===== config.mk =====
export PLATFORM = sky130hd
export DESIGN_NAME = rau_mul
export DESIGN_NICKNAME = d
export VERILOG_FILES = /design/src/rtl/rau_pkg.sv /design/src/rtl/rau_mul.sv
export SDC_FILE = /design/constraint.sdc
export NUM_CORES = 2
export LEC_CHECK = 0
export BUFFER_PORTS_ARGS = -buffer_cell sky130_fd_sc_hd__buf_2
export CORE_UTILIZATION = 60
export DETAILED_ROUTE_END_ITERATION = 7
export PLACE_DENSITY = 0.81
export SLEW_MARGIN = 20
export SYNTH_ARGS = -nofsm -noshare
export SYNTH_HDL_FRONTEND = slang
export SYNTH_SLANG_ARGS = --single-unit

===== constraint.sdc =====
create_clock -name clk -period 7.8 [get_ports clk]
set_input_delay 0.78 -clock clk [delete_from_list [all_inputs] [get_ports clk]]
set_output_delay 0.78 -clock clk [all_outputs]
set_load 0.01 [all_outputs]

===== src/rtl/rau_pkg.sv =====
`default_nettype none

package rau_pkg;

  // operand field width and full cross-product magnitude width
  localparam int FLD_W = 32;
  localparam int DEN_W = 31;
  localparam int MAG_W = 64;
  localparam int CNT_W = $clog2(MAG_W);

  // operation codes
  localparam logic [1:0] OP_ADD = 2'd0;
  localparam logic [1:0] OP_SUB = 2'd1;
  localparam logic [1:0] OP_MUL = 2'd2;
  localparam logic [1:0] OP_DIV = 2'd3;

  // status codes
  localparam logic [1:0] ST_OK   = 2'd0;
  localparam logic [1:0] ST_ZERO = 2'd1;
  localparam logic [1:0] ST_OVF  = 2'd2;

  // largest magnitudes that fit a signed 32-bit numerator
  localparam logic [MAG_W-1:0] NUM_POS_MAX = 64'h0000_0000_7FFF_FFFF;
  localparam logic [MAG_W-1:0] NUM_NEG_MAX = 64'h0000_0000_8000_0000;

  typedef struct packed {
    logic [1:0]              op;
    logic signed [FLD_W-1:0] a_num;
    logic signed [FLD_W-1:0] a_den;
    logic signed [FLD_W-1:0] b_num;
    logic signed [FLD_W-1:0] b_den;
  } rau_cmd_t;

  typedef struct packed {
    logic signed [FLD_W-1:0] res_num;
    logic [DEN_W-1:0]        res_den;
    logic [1:0]              status;
  } rau_result_t;

  // top-level sequencer
  typedef enum logic [2:0] {
    S_IDLE, S_MUL0, S_MUL1, S_MUL2, S_SUM, S_GCD, S_DIV, S_FIN
  } rau_state_t;

  // binary GCD engine
  typedef enum logic [1:0] {
    G_IDLE, G_TWOS, G_LOOP
  } rau_gcd_state_t;

  // restoring divider
  typedef enum logic {
    D_IDLE, D_RUN
  } rau_div_state_t;

  // magnitude of a two's complement field (-2^31 gives 2^31)
  function automatic logic [FLD_W-1:0] mag32(input logic [FLD_W-1:0] v);
    logic [FLD_W-1:0] neg_v;
    neg_v = (~v) + 1'b1;
    return v[FLD_W-1] ? neg_v : v;
  endfunction

endpackage

`default_nettype wire


===== src/rtl/rau_mul.sv =====
`default_nettype none

// 32x32 unsigned multiplier with registered product
module rau_mul import rau_pkg::*; (
  input  logic             clk,
  input  logic [FLD_W-1:0] x,
  input  logic [FLD_W-1:0] y,
  output logic [MAG_W-1:0] prod
);

  logic [MAG_W-1:0] prod_c;

  assign prod_c = MAG_W'(x) * MAG_W'(y);

  always_ff @(posedge clk) begin
    prod <= prod_c;
  end

endmodule

`default_nettype wire


==> flow_metrics.env <==
export IMPL_fillerInstances=4376
export IMPL_largest_reg_flops=64
export IMPL_grt_pass1_vias=29100
export IMPL_fin_crit_ns=7.57
export IMPL_synth_ff_type="dfxtp_1"
export IMPL_place_gp_congestion=0.955
export IMPL_cts_tree="done"
export IMPL_drc=0
export IMPL_cpPeakStageDelay_ns=0.54
export IMPL_crit_fanout=15
export IMPL_htreeDepth=3
export IMPL_fp_dieW_um=242
export IMPL_slew_viol_final=0
export IMPL_hold_viol_final=0
export IMPL_dr_pass1_iters=8
export IMPL_yosysWarnings=0
export IMPL_synth_edf_count=0
export IMPL_worstPathCellList="buf_2 -> and2_1 -> fa_1 -> fa_1 -> fa_1 -> inv_1 -> fa_1 -> inv_1 -> fa_1 -> inv_1 -> fa_1 -> inv_1 -> fa_1 -> fa_1 -> ha_2 -> nand4_1 -> a2111o_1 -> a21oi_2 -> a31oi_2 -> o31ai_4 -> a21oi_2 -> o21ai_0 -> xor2_1"
export IMPL_syn_nets=4982
export IMPL_final_seq_area_um2=1280
export IMPL_die_area_um2=58700
export IMPL_area_growth_pct=8.65
export IMPL_yosysUniqueCellTypes=56
export IMPL_netlist_instances=3758
export IMPL_ios=129
export IMPL_dp_hpwl_mm=77.9
export IMPL_multi_input_area_um2=29300
export IMPL_crit_arrival_ns=7.82
export IMPL_avgSynthCellArea_um2=9.21
export IMPL_yosysSeqAreaShare_pct=3.70
export IMPL_hold_path_class="input pin to flop"
export IMPL_die_h_um=242
export IMPL_reg_largest_list="prod x64"
export IMPL_via_count=25900
export IMPL_cts_root_buf="clkbuf_16"
export IMPL_avgViaCountPerCell=5.55
export IMPL_whs_ns=1.11
export IMPL_ant_nets=0
export IMPL_start_kind="input pin"
export IMPL_routed_wl_mm=89.6
export IMPL_async_flop_share_pct=0
export IMPL_outcome="finished, final reports clean"
export IMPL_worst_pin_slew_ns=0.707
export IMPL_slew_headroom_pct=52.8
export IMPL_cts_hold_buf=0
export IMPL_grt_max_degree=33
export IMPL_grt_remaining_overflow=0
export IMPL_grt_usage_pct=32.1
export IMPL_floorplan_rows=87
export IMPL_required_ns=8.05
export IMPL_postCtsSetupRepairBufs=0
export IMPL_critPathSlowestCell="fa_1"
export IMPL_crit_type="input pin to flop"
export IMPL_regMostFlops="prod"
export IMPL_clkSinkCount=64
export IMPL_layout_commonest_cell="fa_1"
export IMPL_drt_iter0_markers=1506
export IMPL_post_drt_wl_per_cell_um=19.2
export IMPL_crit_top_cell="fa_1"
export IMPL_setup_violations_final=0
export IMPL_mostFrequentLayoutCells="896 x fa_1, 863 x inv_1, 603 x and2_1"
export IMPL_end_kind="flop"
export IMPL_antenna_found_initial=5
export IMPL_path_clk_slew_ns=0.06
export IMPL_cts_buffers=9
export IMPL_grt_pass1_wl_mm=147
export IMPL_clock_fmax_mhz=132
export IMPL_synth_area_um2=34600
export IMPL_maxCapViolations=0
export IMPL_clockBufferDepth=2
export IMPL_core_um2=56700
export IMPL_drive_gt1_share_pct=10.1
export IMPL_finalCritPeriodShare_pct=97.0
export IMPL_fin_nets=5125
export IMPL_ys_ff_latch=64
export IMPL_io_buffers=128
export IMPL_start_util_pct=61.1
## worst max-delay path: cells and delay by family
family	cells	cell delay, ns
buffers and inverters	5	0.53
AOI/OAI and AO/OA	6	1.58
adders and majority gates	9	4.40
and+or+nand+nor	2	0.30
xor gates and xnor gates	1	0.22
## timing repair
action,4_1_cts,5_1_grt
hold endpoints to repair,0,0
endpoints found under the setup margin,0,11
gates resized for setup,0,19
## logic make-up after synthesis
logic type                 Yosys count  synth area share [%]
and+or+nand+nor                   1180                  17.7
adders and majority gates         1159                  61.3
buffers and inverters             1090                  11.9
AOI/OAI and AO/OA                  205                  3.92
DFF                                 64                  3.70
xor gates and xnor gates            59                  1.49
muxes                                1                0.0289
## final cells by class
type | instances | area share [%]
tap | 756 | 2.51
antenna | 5 | 0.0333
sequential | 64 | 3.41
inverter | 863 | 8.61
multi-input combinational | 2604 | 77.9
clock buffer | 9 | 0.599
timing repair buffer | 359 | 6.68
clock inverter | 7 | 0.256
## metrics by stage
step	setup slack (ns)	area, um2	cells	util [%]	setup TNS [ns]
floorplan	0.272	34600	3758	-	0
global placement	-0.212	37200	4646	65.6	-1.26
detailed placement	-0.272	37200	4646	65.6	-1.95
CTS	0.0711	37500	4662	66.2	0
global route	-0.00213	37600	4666	66.3	-0.00213
finish	0.231	37600	4667	66.3	0
## layer usage
layer | routed length (um) | global-route usage (%) | vias up
met3 | 4880 | 3.59 | 335
li1 | - | - | 11200
met4 | 6100 | 19.1 | 2
met5 | 11 | 0 | -
met2 | 47300 | 57.2 | 1078
met1 | 31400 | 37.2 | 13300
## cell usage after synthesis (21+ instances only)
library cell | number | area (um2)
a21o_1 | 37 | 278
a21oi_1 | 68 | 340
and2_1 | 603 | 3770
clkbuf_1 | 215 | 807
dfxtp_1 | 64 | 1280
fa_1 | 896 | 17900
ha_1 | 263 | 3290
inv_1 | 863 | 3240
nand2_1 | 478 | 1790
nand4_1 | 24 | 150
nor2_1 | 21 | 78.8
o21ai_0 | 28 | 140
xnor2_1 | 33 | 289
xor2_1 | 26 | 228
## worst paths after layout
kind,start,slack [ns],endpoint,cells past startpoint
max,x[11],0.23,prod[55]$_DFF_P_,23
min,y[0],1.11,prod[0]$_DFF_P_,2
Power is not shown: default switching activity piles up to over one toggle a cycle in this logic, so the estimate is an artifact.
