**src/rtl/rau_pkg.sv**
```systemverilog
`default_nettype none

package rau_pkg;

  // operand field width and full cross-product magnitude width
  localparam int FLD_W = 32;
  localparam int DEN_W = 31;
  localparam int MAG_W = 64;
  localparam int CNT_W = $clog2(MAG_W);

  // operation codes
  localparam logic [1:0] OP_ADD = 2'd0;
  localparam logic [1:0] OP_SUB = 2'd1;
  localparam logic [1:0] OP_MUL = 2'd2;
  localparam logic [1:0] OP_DIV = 2'd3;

  // status codes
  localparam logic [1:0] ST_OK   = 2'd0;
  localparam logic [1:0] ST_ZERO = 2'd1;
  localparam logic [1:0] ST_OVF  = 2'd2;

  // largest magnitudes that fit a signed 32-bit numerator
  localparam logic [MAG_W-1:0] NUM_POS_MAX = 64'h0000_0000_7FFF_FFFF;
  localparam logic [MAG_W-1:0] NUM_NEG_MAX = 64'h0000_0000_8000_0000;

  typedef struct packed {
    logic [1:0]              op;
    logic signed [FLD_W-1:0] a_num;
    logic signed [FLD_W-1:0] a_den;
    logic signed [FLD_W-1:0] b_num;
    logic signed [FLD_W-1:0] b_den;
  } rau_cmd_t;

  typedef struct packed {
    logic signed [FLD_W-1:0] res_num;
    logic [DEN_W-1:0]        res_den;
    logic [1:0]              status;
  } rau_result_t;

  // top-level sequencer
  typedef enum logic [2:0] {
    S_IDLE, S_MUL0, S_MUL1, S_MUL2, S_SUM, S_GCD, S_DIV, S_FIN
  } rau_state_t;

  // binary GCD engine
  typedef enum logic [1:0] {
    G_IDLE, G_TWOS, G_LOOP
  } rau_gcd_state_t;

  // restoring divider
  typedef enum logic {
    D_IDLE, D_RUN
  } rau_div_state_t;

  // magnitude of a two's complement field (-2^31 gives 2^31)
  function automatic logic [FLD_W-1:0] mag32(input logic [FLD_W-1:0] v);
    logic [FLD_W-1:0] neg_v;
    neg_v = (~v) + 1'b1;
    return v[FLD_W-1] ? neg_v : v;
  endfunction

endpackage

`default_nettype wire

```
**src/rtl/rau_div.sv**
```systemverilog
`default_nettype none

// Two-lane restoring divider sharing one divisor, one quotient bit per cycle.
module rau_div import rau_pkg::*; (
  input  logic                  clk,
  input  logic                  rst,
  input  logic                  start,
  input  logic [1:0][MAG_W-1:0] dvd,
  input  logic [MAG_W-1:0]      dvs,
  output logic                  done,
  output logic [1:0][MAG_W-1:0] quo
);

  rau_div_state_t        state, state_next;
  logic [CNT_W-1:0]      cnt;
  logic                  last;
  logic [MAG_W-1:0]      dvs_r;
  logic [1:0][MAG_W-1:0] rem, rem_next, quo_next;
  logic [1:0][MAG_W:0]   rs;
  logic [1:0]            ge;

  assign last = (cnt == CNT_W'(MAG_W - 1));

  // next state
  always_comb begin
    state_next = state;
    unique case (state)
      D_IDLE: if (start) state_next = D_RUN;
      D_RUN:  if (last) state_next = D_IDLE;
      default: state_next = D_IDLE;
    endcase
  end

  // per-lane shift, compare and subtract
  always_comb begin
    for (int i = 0; i < 2; i++) begin
      rs[i]       = {rem[i], quo[i][MAG_W-1]};
      ge[i]       = rs[i] >= {1'b0, dvs_r};
      rem_next[i] = ge[i] ? MAG_W'(rs[i] - {1'b0, dvs_r}) : rs[i][MAG_W-1:0];
      quo_next[i] = {quo[i][MAG_W-2:0], ge[i]};
    end
  end

  always_ff @(posedge clk) begin
    if (rst) begin
      state <= D_IDLE;
      done  <= 1'b0;
    end else begin
      state <= state_next;
      done  <= (state == D_RUN) && last;
    end
  end

  always_ff @(posedge clk) begin
    if (state == D_IDLE && start) begin
      quo   <= dvd;
      rem   <= '0;
      dvs_r <= dvs;
      cnt   <= '0;
    end else if (state == D_RUN) begin
      quo <= quo_next;
      rem <= rem_next;
      cnt <= cnt + 1'b1;
    end
  end

endmodule

`default_nettype wire

```
**config.mk**
```make
export PLATFORM = sky130hd
export DESIGN_NAME = rau_div
export DESIGN_NICKNAME = d
export VERILOG_FILES = /design/src/rtl/rau_pkg.sv /design/src/rtl/rau_div.sv
export SDC_FILE = /design/constraint.sdc
export NUM_CORES = 1
export LEC_CHECK = 0
export ABC_AREA = 1
export BUFFER_PORTS_ARGS = -buffer_cell sky130_fd_sc_hd__buf_2
export CELL_PAD_IN_SITES_DETAIL_PLACEMENT = 1
export CELL_PAD_IN_SITES_GLOBAL_PLACEMENT = 1
export CORE_UTILIZATION = 39
export CTS_BUF_LIST = sky130_fd_sc_hd__clkbuf_4
export DETAILED_ROUTE_END_ITERATION = 8
export PLACE_DENSITY_LB_ADDON = 0.1
export SYNTH_ARGS = -nofsm -noshare
export SYNTH_HDL_FRONTEND = slang
export SYNTH_SLANG_ARGS = --single-unit
```
**constraint.sdc**
```tcl
create_clock -name clk -period 5 [get_ports clk]
set_input_delay 1 -clock clk [delete_from_list [all_inputs] [get_ports clk]]
set_output_delay 1 -clock clk [all_outputs]
set_load 0.01 [all_outputs]
```
==> results of run 1 <==
## through the flow
stage          utilization  power (uW)  cell area, sq um  hold WS, ns  cells
3_5_place_dp         0.430       10500             28300        0.461   5285
3_3_place_gp         0.430       10400             28300        0.459   5285
2_1_floorplan            -        8430             26100        0.438   4182
6_report             0.449       13100             29600        0.263   5473
5_1_grt              0.448       14200             29600        0.197   5466
4_1_cts              0.448       13300             29600        0.157   5463
## registers in the layout, indices dropped and copies added (netlist names)
name	cells
cnt	6
done	1
dvs_r	64
quo	128
rem	128
state	1
## cell usage in the layout (no fill, tap or decap), types with 12 or more instances in the layout
master	n
ha_1	129
nand3b_1	74
dfxtp_1	135
nor3_1	29
nand2_2	16
inv_2	22
xnor2_1	58
buf_2	323
a21oi_1	99
o21ai_1	26
nand4_1	31
inv_1	796
nor2_2	19
o21bai_1	18
nor2_1	210
nand3_1	272
clkinv_1	36
nand3_2	30
o21ai_0	58
edfxtp_1	192
nand2_1	1830
clkinv_2	12
clkbuf_4	126
## critical path, cell delays in order (launching register included)
cell,delay [ns]
edfxtp_1,0.36
inv_1,0.19
ha_1,0.43
a21oi_1,0.31
o21ai_0,0.19
a21oi_1,0.33
nand2_1,0.19
nor2_4,0.15
buf_4,0.78
nand3b_1,0.30
nand3_1,0.18
nand2_1,0.06
## report_power, final
group          switching [uW]  total [uW]  internal [uW]  leakage (uW)
registers                 374        3780           3400       0.00305
clock network            1420        2680           1260      0.000727
logic                    4500        6690           2200        0.0130
total                    6290       13100           6860        0.0168
## logic make-up (layout without fill, tap and decap cells)
group,after synthesis,in the layout
and+or+nand+nor,2535,2535
adders and majority gates,131,131
buffers and inverters,919,1336
other,0,10
xor gates and xnor gates,62,62
AOI/OAI and AO/OA,207,207
DFF,328,328
## metal layers
metal  global-route usage  vias to the layer above  wire [um]
met4                0.127                       24       4370
met1                0.393                    12500      46700
met5                    0                        -        148
li1                     -                    13500          -
met3               0.0693                      215       7090
met2                0.518                      744      48600
## layout make-up
class / count / area [sq um] / area share
Antenna cell: 10 / 25.0 / 0.000845
Clock buffer: 126 / 946 / 0.0320
Clock inverter: 52 / 282 / 0.00951
Inverter: 823 / 3100 / 0.105
Multi-Input combinational cell: 2935 / 13900 / 0.471
Sequential cell: 328 / 8490 / 0.287
Tap cell: 864 / 1080 / 0.0365
Timing Repair Buffer: 335 / 1740 / 0.0589
## final timing paths
kind                                start  depth (start not counted)  slack [ns]   endpoint
worst max-delay path            dvs_r[62]                         11        1.39    rem[42]
worst min-delay path              dvs[63]                          1        0.26  dvs_r[63]
worst min register to register   quo[110]                          2        0.46   quo[111]
worst max register to register  dvs_r[62]                         11        1.39    rem[42]
## cells in the mapped netlist, types with 16 or more instances
master	number
o21ai_1	26
buf_2	17
inv_2	22
o21ai_0	58
edfxtp_1	192
ha_1	129
nand3_2	30
nand4_1	31
o21bai_1	18
a21oi_1	99
dfxtp_1	136
nor2_1	212
nor2_2	19
xnor2_1	58
inv_1	796
clkbuf_1	46
nand3b_1	74
nand3_1	272
buf_6	23
nor3_1	29
nand2_1	1830
nand2_2	16
==> results.cfg, run 1 <==
[run_status]
status = complete, but fails checks
violations = DRC

[logic_synthesis]
ys_async_sr_fraction = 0
syn_area_sq_mm = 0.0261
netlist_top_cells_area = nand2_1 26%, edfxtp_1 22%, inv_1 11%
ys_seq_elements = 328
avgSynthCellArea_sq_um = 6.24
seq_area_frac_synth = 0.325
synth_fp_nets = 4508
synth_adder_area_share = 0.0634
synthFlopType = edfxtp_1
synthDistinctLibCells = 37
synthCells = 4182
synthXorXnorAreaFrac = 0.0208
synth_edf_count = 192
yosysTopAreaCellShare = 0.263
synth_simple_gate_area_frac = 0.407
yosys.area.top_type = nand2_1
synth-compound-area-share = 0.0420
synth_mux_area_frac = 0
synth_top_family_by_area = simple AND/OR/NAND/NOR gates
yosys_warnings = 0

[placed_design]
post-dp-hpwl_um = 86400
io_buffers = 323
routabilityCongestion = 0.964
dp_slack_ns = 1.44

[grt]
grt_pass1_wl_um = 160000
antenna_found_initial = 22
grt_pass1_vias = 27100
grt_usage = 0.313
overflow = 0
grt_max_degree = 155

[clock_tree]
htree_levels = 3
cts_tree = built
cts.path.max_buffers = 3
cts_resized = 0
cts_buffers = 95
clk_latency_ns = 0.91
cts.sinks = 328
post_cts_buffers = 0
clkTransAtPathRegs_ns = 0.07
cts_root_buffer = clkbuf_4
cts-hold-fix-buffers = 0

[detailed_routing]
dr.first_iter.drc_count = 1557
drt-vias-per-instance = 4.94
dr_total_vias = 27000
post_drt_wl_per_cell_um = 19.5
final_antenna_net_count = 0
routed_wl_um = 107000
dr.pass1.iters = 8
drc = 40

[hold_path]
hold_class = input pin to flop

[critical_path]
start_kind = flop
worstPathRequired_ns = 5.79
worst-path-max-fanout = 65
critical_path_arrival_ns = 4.40
crit_type = flop to flop
critPathCaptureType = flop

[power]
total_leakage_power_uw = 0.0168
ir_drop_mv = 0.323
power.density_mw_per_mm2 = 444

[final_layout]
synthToLayoutAreaGrowth_pct = 13.5
nFillCells = 9178
fin_nets = 4844
drive_gt1_frac = 0.127

[flow_run]
maxCapViolCount = 0

[timing]
slew_headroom = 0.300
fin_crit_sh = 0.723
finalSetupViolCount = 0
rsz0062_at_grt = no
fmax_ghz = 0.277
clock-skew-final_ns = 0.0797
setup_tns_ns = 0
period_needed_ns = 3.61
worst_pin_slew_ns = 1.04
report.final.hold_viol_count = 0
slew_viol_final = 0
setup_slack_ns = 1.39

[floorplanning]
start_util = 0.395
ioPinCount = 324
coreArea_sq_mm = 0.0660
rows = 94
die_y_um = 261
dieArea_sq_mm = 0.0679
die_x_um = 261
(Power assumes the default switching activity.)
==> run 2, diff against run 1 <==
- ABC_AREA: 1 -> 0
- CORE_UTILIZATION: 39 -> 41
- clock period: 5 -> 3 ns (I/O delays scaled with it)
==> run 2 against run 1 <==
The flow finishes with violations (DRC, setup timing); final cell count is 27% lower; count of clock-buffer cells in the layout is 9 higher; sequential power is 74% higher; first-iteration DRC count is 52% higher; synthesized cell count is 49% lower; largest cell class unchanged.
==> results.cfg, run 2 <==
[run_status]
status = complete, but fails checks
violations = DRC, setup timing

[logic_synthesis]
seq_area_frac_synth = 0.413
avgSynthCellArea_sq_um = 9.55
synthFlopType = edfxtp_1
synth_edf_count = 192
synth_fp_nets = 2479
synthCells = 2153
synth_top_family_by_area = compound AO/OA/AOI/OAI gates
synth_simple_gate_area_frac = 0.113
yosys.area.top_type = edfxtp_1
synth_adder_area_share = 0.0805
netlist_top_cells_area = edfxtp_1 28%, dfxtp_1 13%, ha_1 7.9%
yosysTopAreaCellShare = 0.280
synth_mux_area_frac = 0.0857
synthXorXnorAreaFrac = 0.0516
yosysMostFrequentCell = nand2_1
synth-compound-area-share = 0.214
synthDistinctLibCells = 82
ys_async_sr_fraction = 0
ys_top_cells_by_count = 219 x nand2_1, 192 x edfxtp_1, 190 x a21oi_1
yosys_warnings = 0
syn_area_sq_mm = 0.0206
ys_seq_elements = 328

[final_layout]
synthToLayoutAreaGrowth_pct = 53.8
fin_nets = 3542
drive_gt1_frac = 0.423
fin_util = 0.643
reg.largest.list = quo (128), rem (128), dvs_r (64)
design_area_sq_mm = 0.0316
final_cell_mix = 529 x buf_4, 323 x buf_2, 192 x edfxtp_1
finalNonFillerCells = 3976
final_common_cell = buf_4

[timing]
period_needed_ns = 4.12
worst_pin_slew_ns = 1.16
fmax_ghz = 0.243
fin_crit_sh = 1.37
finalSetupViolCount = 130
slew_headroom = 0.224
whs_ns = 0.0226
setup_slack_ns = -1.12
report.final.hold_viol_count = 0
rsz0062_at_grt = yes
clock-skew-final_ns = 0.123
setup_tns_ns = -77.79
slew_viol_final = 0

[floorplanning]
rows = 81
start_util = 0.418
ioPinCount = 324
die_y_um = 226
dieArea_sq_mm = 0.0510
die_x_um = 226
coreArea_sq_mm = 0.0492

[placed_design]
post-dp-hpwl_um = 58400
post-place-cells = 3556
placed_cell_area_sq_mm = 0.0267
routabilityCongestion = 0.906
io_buffers = 323

[grt]
overflow = 0
grt_usage = 0.374
grt_use_met2 = 0.656
met1_usage = 0.414
grt_max_degree = 117
antenna_found_initial = 4
use_met3 = 0.0735
grt_pass1_wl_um = 145000
grt_pass1_vias = 24900
globalRoute.busiestLayer = met2

[clock_tree]
cts_buffers = 94
cts.path.max_buffers = 3
htree_levels = 3
cts_root_buffer = clkbuf_4
cts_tree = built
cts.sinks = 328
clkTransAtPathRegs_ns = 0.10
clk_latency_ns = 0.98

[detailed_routing]
routed_wl_um = 118000
drt-vias-per-instance = 6.16
dr.first_iter.drc_count = 2359
post_drt_wl_per_cell_um = 29.6
drc = 2
dr_total_vias = 24500
final_antenna_net_count = 0
dr.pass1.iters = 9

[critical_path]
worst-path-max-fanout = 7
critical_path_arrival_ns = 4.82
critPathSlowestCell = edfxtp_1
r2r_cells = 15
crit_type = flop to flop
start_kind = flop
critPathCaptureType = flop
max_stage_delay_ns = 0.55
path_cells = ha_2 -> buf_4 -> nor2b_4 -> o31ai_4 -> a211oi_2 -> a21boi_2 -> a21o_4 -> o211a_4 -> o41ai_4 -> a31oi_4 -> buf_6 -> and2_4 -> buf_12 -> a22oi_2 -> o21ai_1
worstPathRequired_ns = 3.71

[power]
power.density_mw_per_mm2 = 886
total_leakage_power_uw = 0.0142
ir_drop_mv = 0.466

[hold_path]
min_delay_path_depth = 2
hold_class = input pin to flop

[flow_run]
maxCapViolCount = 0
run 2: path summary, 6_finish.rpt:
| kind | start | slack (ns) | to |
|---|---|---|---|
| worst max-delay path | dvs_r[0] | -1.12 | rem[55] |
| worst min-delay path | dvd[52] | 0.02 | quo[52] |
| worst min register to register | rem[69] | 0.49 | rem[69] |
| worst max register to register | dvs_r[0] | -1.12 | rem[55] |
run 2: per-layer routing:
metal | wire length, um | part of all wire | vias up
li1 | - | - | 10100
met1 | 40400 | 0.34 | 11800
met3 | 11400 | 0.097 | 835
met5 | 46 | 0.00039 | -
met4 | 12300 | 0.10 | 8
met2 | 53600 | 0.46 | 1744
run 2: worst max-delay path: cells and delay by family (launching register included):
family	cells	cell delay [ns]
simple gates	2	0.33
compound gates	9	2.25
fa+ha+maj	1	0.27
flops	1	0.55
buf+inv	3	0.50
run 2: cell families after synthesis:
group / after synthesis
compound gates: 689
simple gates: 514
flops: 328
buf+inv: 210
mux: 160
fa+ha+maj: 131
xor+xnor: 121
run 2: layout make-up:
cell class,count,area [sq um]
antenna,18,45.0
sequential,328,8490
inverter,99,375
tap,664,831
fill,5536,17500
multi-input combinational,1617,12400
clock inverter,39,216
clock buffer,135,1010
timing repair buffer,1076,8250
run 2: per-stage QoR:
step | worst slack [ns] | total power, uW
6_report | -1.12 | 28000
5_1_grt | -1.13 | 28800
4_1_cts | -0.399 | 24600
3_5_place_dp | -0.653 | 18400
3_3_place_gp | -0.542 | 17900
2_1_floorplan | -0.208 | 13300
run 2: report_power, final:
group	switching (uW)	internal [uW]
clock	2810	2200
sequential	858	5730
combinational	8970	7440
run 2: what timing repair did:
| action | in CTS | in global routing |
|---|---|---|
| resized for setup | 129 | 166 |
| cloned | 9 | 11 |
| setup buffers | 17 | 11 |
| hold buffers | 181 | 0 |
| setup endpoints to repair | 130 | 130 |
| pin swaps | 42 | 31 |
| hold endpoints to repair | 182 | 0 |
